`config.mk`:
```
export PLATFORM = sky130hd
export DESIGN_NAME = psv_gain
export DESIGN_NICKNAME = d
export VERILOG_FILES = /design/src/design/psv_pkg.sv /design/src/design/psv_gain.sv
export SDC_FILE = /design/constraint.sdc
export NUM_CORES = 2
export LEC_CHECK = 0
export ABC_AREA = 1
export BUFFER_PORTS_ARGS = -buffer_cell sky130_fd_sc_hd__buf_4
export CORE_ASPECT_RATIO = 1.75
export CORE_MARGIN = 3
export CORE_UTILIZATION = 60
export DETAILED_ROUTE_END_ITERATION = 10
export PLACE_DENSITY_LB_ADDON = 0.05
export SLEW_MARGIN = 5
export SYNTH_ARGS = -nofsm -noshare
export SYNTH_HDL_FRONTEND = slang
export SYNTH_SLANG_ARGS = --single-unit
export TNS_END_PERCENT = 50
```
`constraint.sdc`:
```
create_clock -name clk -period 7.2 [get_ports clk]
set_input_delay 0.72 -clock clk [delete_from_list [all_inputs] [get_ports clk]]
set_output_delay 0.72 -clock clk [all_outputs]
set_load 0.005 [all_outputs]
```
`src/design/psv_pkg.sv`:
```
// ----------------------------------------------------------------------------
// psv_pkg
// Shared types, codes and constants of the plucked-string voice.
// ----------------------------------------------------------------------------
`default_nettype none

package psv_pkg;

	localparam int TABLE_DEPTH = 4096;

	localparam int SAMPLE_W  = 16;
	localparam int VEL_W     = 7;
	localparam int VOL_W     = 7;
	localparam int LEN_W     = 13;
	localparam int REL_W     = 20;
	localparam int NUM_W     = REL_W + 1;
	localparam int CFG_IDX_W = 2;
	localparam int CFG_W     = REL_W;

	// operation codes
	localparam logic [1:0] OP_TICK     = 2'd0;
	localparam logic [1:0] OP_NOTE_ON  = 2'd1;
	localparam logic [1:0] OP_NOTE_OFF = 2'd2;

	// register indexes
	localparam logic [CFG_IDX_W-1:0] CFG_SUSTAIN = 2'd0;
	localparam logic [CFG_IDX_W-1:0] CFG_RELEASE = 2'd1;
	localparam logic [CFG_IDX_W-1:0] CFG_VOLUME  = 2'd2;

	localparam logic [REL_W-1:0] RELEASE_RESET = 20'd480;
	localparam logic [VOL_W-1:0] VOLUME_RESET  = 7'd75;

	localparam logic [31:0] LFSR_MASK = 32'h8020_0003;
	localparam logic [31:0] LFSR_SEED = 32'h0000_0001;

	// full-scale gain divisor: velocity 127 times volume 100
	localparam int          GAIN_DIV_W = 14;
	localparam logic [GAIN_DIV_W-1:0] GAIN_DIV = 14'd12700;

	typedef struct packed {
		logic [1:0]       operation;
		logic [VEL_W-1:0] velocity;
		logic [LEN_W-1:0] string_length;
	} psv_in_t;

	typedef struct packed {
		logic signed [SAMPLE_W-1:0] sample;
		logic                       voice_active;
	} psv_out_t;

	typedef struct packed {
		logic signed [SAMPLE_W-1:0] v;
		logic [VEL_W-1:0]           velocity;
		logic [VOL_W-1:0]           volume;
		logic [NUM_W-1:0]           num;
		logic [NUM_W-1:0]           den;
	} psv_gain_req_t;

endpackage

`default_nettype wire

```
`src/design/psv_gain.sv`:
```
// ----------------------------------------------------------------------------
// psv_gain
// Output scaling: |v| * velocity * volume * num / (12700 * den), rounded half
// away from zero and saturated to Q1.15. Multiplies in three steps, then a
// restoring divider produces one quotient bit per cycle.
// ----------------------------------------------------------------------------
`default_nettype none

module psv_gain (
	input  wire logic                    clk,
	input  wire logic                    arst_n,
	input  wire logic                    start,
	input  wire psv_pkg::psv_gain_req_t  req,
	output logic                         done,
	output logic signed [psv_pkg::SAMPLE_W-1:0] sample
);

	localparam int MAG_W = psv_pkg::SAMPLE_W;
	localparam int P1_W  = MAG_W + psv_pkg::VEL_W;
	localparam int P2_W  = P1_W + psv_pkg::VOL_W;
	localparam int P3_W  = P2_W + psv_pkg::NUM_W;
	localparam int D_W   = psv_pkg::NUM_W + psv_pkg::GAIN_DIV_W;
	localparam int N_W   = P3_W + 1;
	localparam int QB    = N_W - D_W;
	localparam int CNT_W = $clog2(QB);

	localparam logic [2:0] G_IDLE = 3'd0;
	localparam logic [2:0] G_MUL1 = 3'd1;
	localparam logic [2:0] G_MUL2 = 3'd2;
	localparam logic [2:0] G_MUL3 = 3'd3;
	localparam logic [2:0] G_PREP = 3'd4;
	localparam logic [2:0] G_DIV  = 3'd5;
	localparam logic [2:0] G_SAT  = 3'd6;

	logic [2:0]       state_q;
	logic [CNT_W-1:0] cnt_q;
	logic             done_q;

	logic                    neg_q;
	logic [MAG_W-1:0]        mag_q;
	logic [psv_pkg::VEL_W-1:0] vel_q;
	logic [psv_pkg::VOL_W-1:0] vol_q;
	logic [psv_pkg::NUM_W-1:0] num_q;
	logic [psv_pkg::NUM_W-1:0] den_q;
	logic [P1_W-1:0]         p1_q;
	logic [D_W-1:0]          d_q;
	logic [P2_W-1:0]         p2_q;
	logic [P3_W-1:0]         p3_q;
	logic [D_W-1:0]          rem_q;
	logic [QB-1:0]           quo_q;
	logic signed [psv_pkg::SAMPLE_W-1:0] sample_q;

	logic [N_W-1:0] dividend;
	logic [D_W:0]   trial;
	logic           ge;
	logic [QB-1:0]  quo_neg;

	assign dividend = N_W'(p3_q) + N_W'(d_q >> 1);
	assign trial    = {rem_q, quo_q[QB-1]};
	assign ge       = (trial >= {1'b0, d_q});
	assign quo_neg  = ~quo_q + QB'(1);

	always_ff @(posedge clk or negedge arst_n) begin
		if (!arst_n) begin
			state_q <= G_IDLE;
			cnt_q   <= '0;
			done_q  <= 1'b0;
		end else begin
			done_q <= 1'b0;
			case (state_q)
				G_IDLE: begin
					if (start) begin
						state_q <= G_MUL1;
					end
				end
				G_MUL1: state_q <= G_MUL2;
				G_MUL2: state_q <= G_MUL3;
				G_MUL3: state_q <= G_PREP;
				G_PREP: begin
					cnt_q   <= '0;
					state_q <= G_DIV;
				end
				G_DIV: begin
					cnt_q <= cnt_q + CNT_W'(1);
					if (cnt_q == CNT_W'(QB - 1)) begin
						state_q <= G_SAT;
					end
				end
				G_SAT: begin
					done_q  <= 1'b1;
					state_q <= G_IDLE;
				end
				default: state_q <= G_IDLE;
			endcase
		end
	end

	always_ff @(posedge clk) begin
		case (state_q)
			G_IDLE: begin
				neg_q <= req.v[psv_pkg::SAMPLE_W-1];
				mag_q <= req.v[psv_pkg::SAMPLE_W-1] ? (~req.v + MAG_W'(1)) : req.v;
				vel_q <= req.velocity;
				vol_q <= req.volume;
				num_q <= req.num;
				den_q <= req.den;
			end
			G_MUL1: begin
				p1_q <= P1_W'(mag_q) * P1_W'(vel_q);
				d_q  <= D_W'(den_q) * D_W'(psv_pkg::GAIN_DIV);
			end
			G_MUL2: p2_q <= P2_W'(p1_q) * P2_W'(vol_q);
			G_MUL3: p3_q <= P3_W'(p2_q) * P3_W'(num_q);
			G_PREP: begin
				rem_q <= dividend[N_W-1:QB];
				quo_q <= dividend[QB-1:0];
			end
			G_DIV: begin
				rem_q <= ge ? D_W'(trial - {1'b0, d_q}) : trial[D_W-1:0];
				quo_q <= {quo_q[QB-2:0], ge};
			end
			G_SAT: begin
				if (neg_q) begin
					sample_q <= (quo_q > QB'(32768)) ? 16'sh8000 : $signed(quo_neg[15:0]);
				end else begin
					sample_q <= (quo_q > QB'(32767)) ? 16'sh7FFF : $signed(quo_q[15:0]);
				end
			end
			default: ;
		endcase
	end

	assign done   = done_q;
	assign sample = sample_q;

endmodule

`default_nettype wire

```
After elaboration in Yosys (flattened, before gate mapping)
Index checks and enable logic that the tools add are counted.
- flip-flop bits (word level): 287
- input port bits: 75
- output and inout bits: 17
- logic and storage cells: 55
- add/sub/neg operators: 5
- multiply operators: 4
- order comparisons: 3
- equal/unequal tests: 9
- muxes and demuxes: 12
- bitwise logic cells: 2
- reductions and logical operators: 3
- operators with widths (operator ; count):
    $pmux W35 S2 ; 1
    $add A51 B34 Y52 ; 1
    $mul A30 B21 Y51 ; 1
    $mux W16 ; 3
    $ge A36 B35 Y1 ; 1
    $mux W35 ; 1
    $sub A35 B35 Y35 ; 1
    $pmux W17 S2 ; 1
    $mul A21 B12 Y33 const B ; 1
    $not A16 Y16 ; 2
    $mul A23 B7 Y30 ; 1
    $mul A16 B7 Y23 ; 1
    $pmux W3 S6 ; 1
    $gt A17 B15 Y1 const B ; 1
    $gt A17 B16 Y1 const B ; 1
    $add A16 B1 Y16 const B ; 1
    $add A16 B2 Y16 const B ; 1
    $mux W15 ; 1
    $pmux W5 S2 ; 1
    $eq A3 B3 Y1 const B ; 3
    $eq A3 B2 Y1 const B ; 2
    $mux W3 ; 2
    $add A5 B1 Y5 const B ; 1
    $eq A5 B5 Y1 const B ; 1
    other kinds (6) ; 7

Depth between registers and ports, before layout
- depth in word-level cells: 4
- gate-level depth with buffers: 29
- mapped depth without buffers: 28

Least setup slack after synthesis
Ideal clock, no wire load.
- kind: register -> register
- start point: reg state_q[0]
- end point: reg state_q[0]
- library setup time: 0.132 ns
- arrival time: 5.987 ns
- data required time: 7.068 ns
- setup slack: 1.080 ns
- stages on the path, launching flop included: 5
- path buffers: 0
- period minus slack after synthesis: 6.120 ns
- path through: dfrtp_1 > nor3_1 > inv_1 > o21ai_0 > o21ai_0
- longest elaborated chain between the ends: 3
- elaborated cells on any way between the ends: 10
- those cells by class: eq/ne: 7; mux: 1; reduce/logical: 2
- RTL lines (element ; line ; source):
    from (decl) ; psv_gain.sv:35 ; logic [2:0] state_q;
    from (signal assigned) ; psv_gain.sv:65 ; state_q <= G_IDLE;
    from (signal assigned) ; psv_gain.sv:73 ; state_q <= G_MUL1;
    from (signal assigned) ; psv_gain.sv:76 ; G_MUL1: state_q <= G_MUL2;
    $eq A3 B3 Y1 or $logic_not A3 Y1 (tied branches) ; psv_gain.sv:70 ; case (state_q)
    $ne A2 B2 Y1 (no line) ; -- ;
    $reduce_and A2 Y1 (no line) ; -- ;
Parallel ways exist; a longest one is shown, timed or not.
A chain may end at the register's enable or synchronous reset.

Worst setup path in the final report
- start point: reg num_q[8] in the netlist's numbering
- end point: reg p3_q[38] (data pin)
- longest elaborated chain between the ends: 1
- RTL lines (element ; line ; source):
    from (decl) ; psv_gain.sv:43 ; logic [psv_pkg::NUM_W-1:0] num_q;
    from (signal assigned) ; psv_gain.sv:105 ; num_q <= req.num;
    $mul A30 B21 Y51 ; psv_gain.sv:113 ; G_MUL3: p3_q <= P3_W'(p2_q) * P3_W'(num_q);
    to (signal assigned) ; psv_gain.sv:113 ;
    to (decl) ; psv_gain.sv:48 ; logic [P3_W-1:0] p3_q;
Every way passes these cells.

==> flow_metrics.env <==
export IMPL_status="completed"
export IMPL_whs_endpoint="num_q[4]"
export IMPL_critical_path_class="flop to flop"
export IMPL_start_kind="flop"
export IMPL_numCtsBuffers=36
export IMPL_cts_sinks=287
export IMPL_drtIter0Drc=2351
export IMPL_num_rows=141
export IMPL_min_period_ps=6920
export IMPL_grt_pass1_vias=46200
export IMPL_hold_path_class="input port to flop"
export IMPL_mostFrequentLayoutCell="nand2_1"
export IMPL_setup_viol=0
export IMPL_avgSynthCellArea_um2=7.72
export IMPL_design_area_um2=55100
export IMPL_grt_use_total_pct=36.1
export IMPL_drv_slew=0
export IMPL_tightest_slew_ps=1160
export IMPL_maxSlewHeadroom_pct=21.8
export IMPL_pre_cts_ws_ps=397
export IMPL_required_ps=7530
export IMPL_start_util_pct=60.9
export IMPL_grt_max_degree=70
export IMPL_synth_seq_area_share_pct=16.6
export IMPL_min_delay_start="req[25]"
export IMPL_synth_xor_area_share_pct=2.88
export IMPL_ios=92
export IMPL_clock_latency_ps=610
export IMPL_io_buffers=91
export IMPL_timing_rr_end="p3_q[38]"
export IMPL_clock_fmax_ghz=0.144
export IMPL_synth_compound_area_share_pct=4.80
export IMPL_synthMuxAreaShare_pct=0
export IMPL_worst_slack_ps=279
export IMPL_drcViolationCount=0
export IMPL_drt_pass1_iterations=9
export IMPL_yosys_area_share_simple_pct=20.7
export IMPL_syn_inst=6689
export IMPL_setup_worst_path_start="num_q[8]"
export IMPL_htreeDepth=2
export IMPL_gp_congestion=1.01
export IMPL_cp_end_kind="flop"
export IMPL_path_max_fanout=20
export IMPL_rsz0062_at_grt="false"
export IMPL_grt_antenna_before_repair=6
export IMPL_clockBufferDepth=3
export IMPL_syn_nets=7978
export IMPL_synth_warnings=0
export IMPL_skew_ps=52.4
export IMPL_r2r_cells=20
export IMPL_fin_crit_sh_pct=96.1
export IMPL_drive_above_1_share_pct=4.46
export IMPL_root_buffer="clkbuf_16"
export IMPL_viasPerCell=5.40
export IMPL_fin_nets=8017
export IMPL_worstReg2RegStart="num_q[8]"
export IMPL_die_h_um=394
export IMPL_ant_nets=0
export IMPL_cp_arrival_ps=7250
export IMPL_placed_cell_area_um2=53800
export IMPL_areaGrowthSynthToFinish_pct=6.60
export IMPL_synthAdderAreaFrac_pct=40.9
export IMPL_cts_tree="done"
export IMPL_vias=42700
export IMPL_hold_viol=0
export IMPL_synth_seq_cells=287
export IMPL_die_area_um2=89800
export IMPL_clkTransAtPathRegs_ps=70
export IMPL_yosysUniqueCellTypes=52
export IMPL_setup_tns_ps=0
export IMPL_maxCapViolations=0
export IMPL_die_x_um=228
export IMPL_rrSetupSlack_ps=280
export IMPL_grt_overflow=0
export IMPL_layout_common_cells="1922 x nand2_1, 1744 x inv_1, 789 x fa_1"
export IMPL_min_path_cells=1
export IMPL_syn_cell_area_um2=51700
export IMPL_synth_top_family_by_area="adder cells"
export IMPL_hpwl_um=132000
export IMPL_wl_per_cell_um=20.1
export IMPL_design_core_area_um2=84900
export IMPL_routed_wl_um=159000
export IMPL_grt_pass1_wl_um=248000
## metrics by stage
stage	instances	util [%]	hold WS (ps)
floorplan	6689	-	424
global placement	7831	63.4	544
detailed placement	7831	63.4	547
CTS	7897	64.9	252
global route	7902	64.9	265
finish	7902	64.9	275
## flip-flops by register name (all words and copies together) (netlist names)
register	count
p2_q	30
vel_q	7
mag_q	16
den_q	21
state_q	3
cnt_q	5
quo_q	17
vol_q	7
d_q	33
p3_q	51
neg_q	1
sample	16
rem_q	35
done	1
num_q	21
p1_q	23
## logic make-up after synthesis
logic type               Yosys count
AO/OA/AOI/OAI                    455
buffers and inverters           1933
adder cells (fa/ha/maj)         1214
AND/OR/NAND/NOR                 2630
XOR/XNOR                         170
flip-flops                       287
## repair_timing
| action | 4_1_cts | 5_1_grt |
|---|---|---|
| hold endpoints to repair | 9 | 0 |
| resized for setup | 0 | 0 |
| setup buffers | 0 | 2 |
| endpoints found under the setup margin | 0 | 1 |
| hold buffers | 1 | 0 |
## how the worst max path moves through the flow
stage	end	slack (ps)
floorplan	state_q[0]	1080
global placement	p3_q[38]	440
detailed placement	p3_q[38]	400
CTS	p3_q[38]	360
global route	p3_q[37]	20
finish	p3_q[38]	280
## layer usage
layer  part of all wire, %  vias to the layer above  GRT usage (%)
met3                   4.9                      634           4.22
met5                 0.017                        -              0
met2                    52                     1512           66.2
li1                      -                    20000              -
met4                    12                        4           33.3
met1                    32                    20600           35.1
## final cells by class
cell class | instances | area [um^2]
multi-input combinational | 4469 | 35800
fill | 7724 | 29800
sequential | 287 | 8570
inverter | 1751 | 6570
timing repair buffer | 183 | 1460
tap | 1144 | 1430
clock buffer | 38 | 908
clock inverter | 27 | 313
antenna | 3 | 7.51
## Yosys cell counts (all sizes together)
| cell type | count | area (um^2) |
|---|---|---|
| o21bai | 18 | 135 |
| a31oi | 6 | 37.5 |
| nand3b | 36 | 283 |
| xor2 | 104 | 911 |
| a21boi | 3 | 22.5 |
| o31ai | 1 | 7.51 |
| buf | 13 | 105 |
| nand4 | 41 | 257 |
| dfrtp | 9 | 225 |
| edfxtp | 278 | 8350 |
| o311ai | 1 | 8.76 |
| clkinv | 1 | 3.75 |
| o32ai | 1 | 8.76 |
| and2 | 7 | 43.8 |
| o2111ai | 3 | 26.3 |
| o21a | 8 | 60.1 |
| nor2 | 321 | 1240 |
| a221oi | 1 | 8.76 |
| nand3 | 214 | 1100 |
| a21o | 18 | 135 |
| o221ai | 1 | 8.76 |
| nor3 | 56 | 318 |
| o21ai | 169 | 883 |
| and3 | 3 | 18.8 |
| a21oi | 220 | 1100 |
| a211oi | 2 | 15.0 |
| xnor2 | 66 | 578 |
| fa | 789 | 15800 |
| ha | 425 | 5320 |
| inv | 1750 | 6570 |
| clkbuf | 169 | 646 |
| or2 | 5 | 31.3 |
| o211ai | 3 | 22.5 |
| nand2 | 1935 | 7320 |
| nor4 | 12 | 75.1 |
## critical path, cell delays in order (launching register included)
cell	delay, ps
edfxtp_1	990
nand2_1	170
fa_1	540
inv_1	60
fa_1	540
inv_1	60
fa_1	490
inv_1	50
fa_1	580
fa_1	440
fa_1	490
inv_1	70
fa_1	480
inv_1	40
ha_1	390
a21o_1	220
a21oi_1	250
o21ai_0	160
a21oi_1	240
nand3_1	190
xor2_1	180
Power is not shown: default switching activity piles up to over one toggle a cycle in this logic, so the estimate is an artifact.
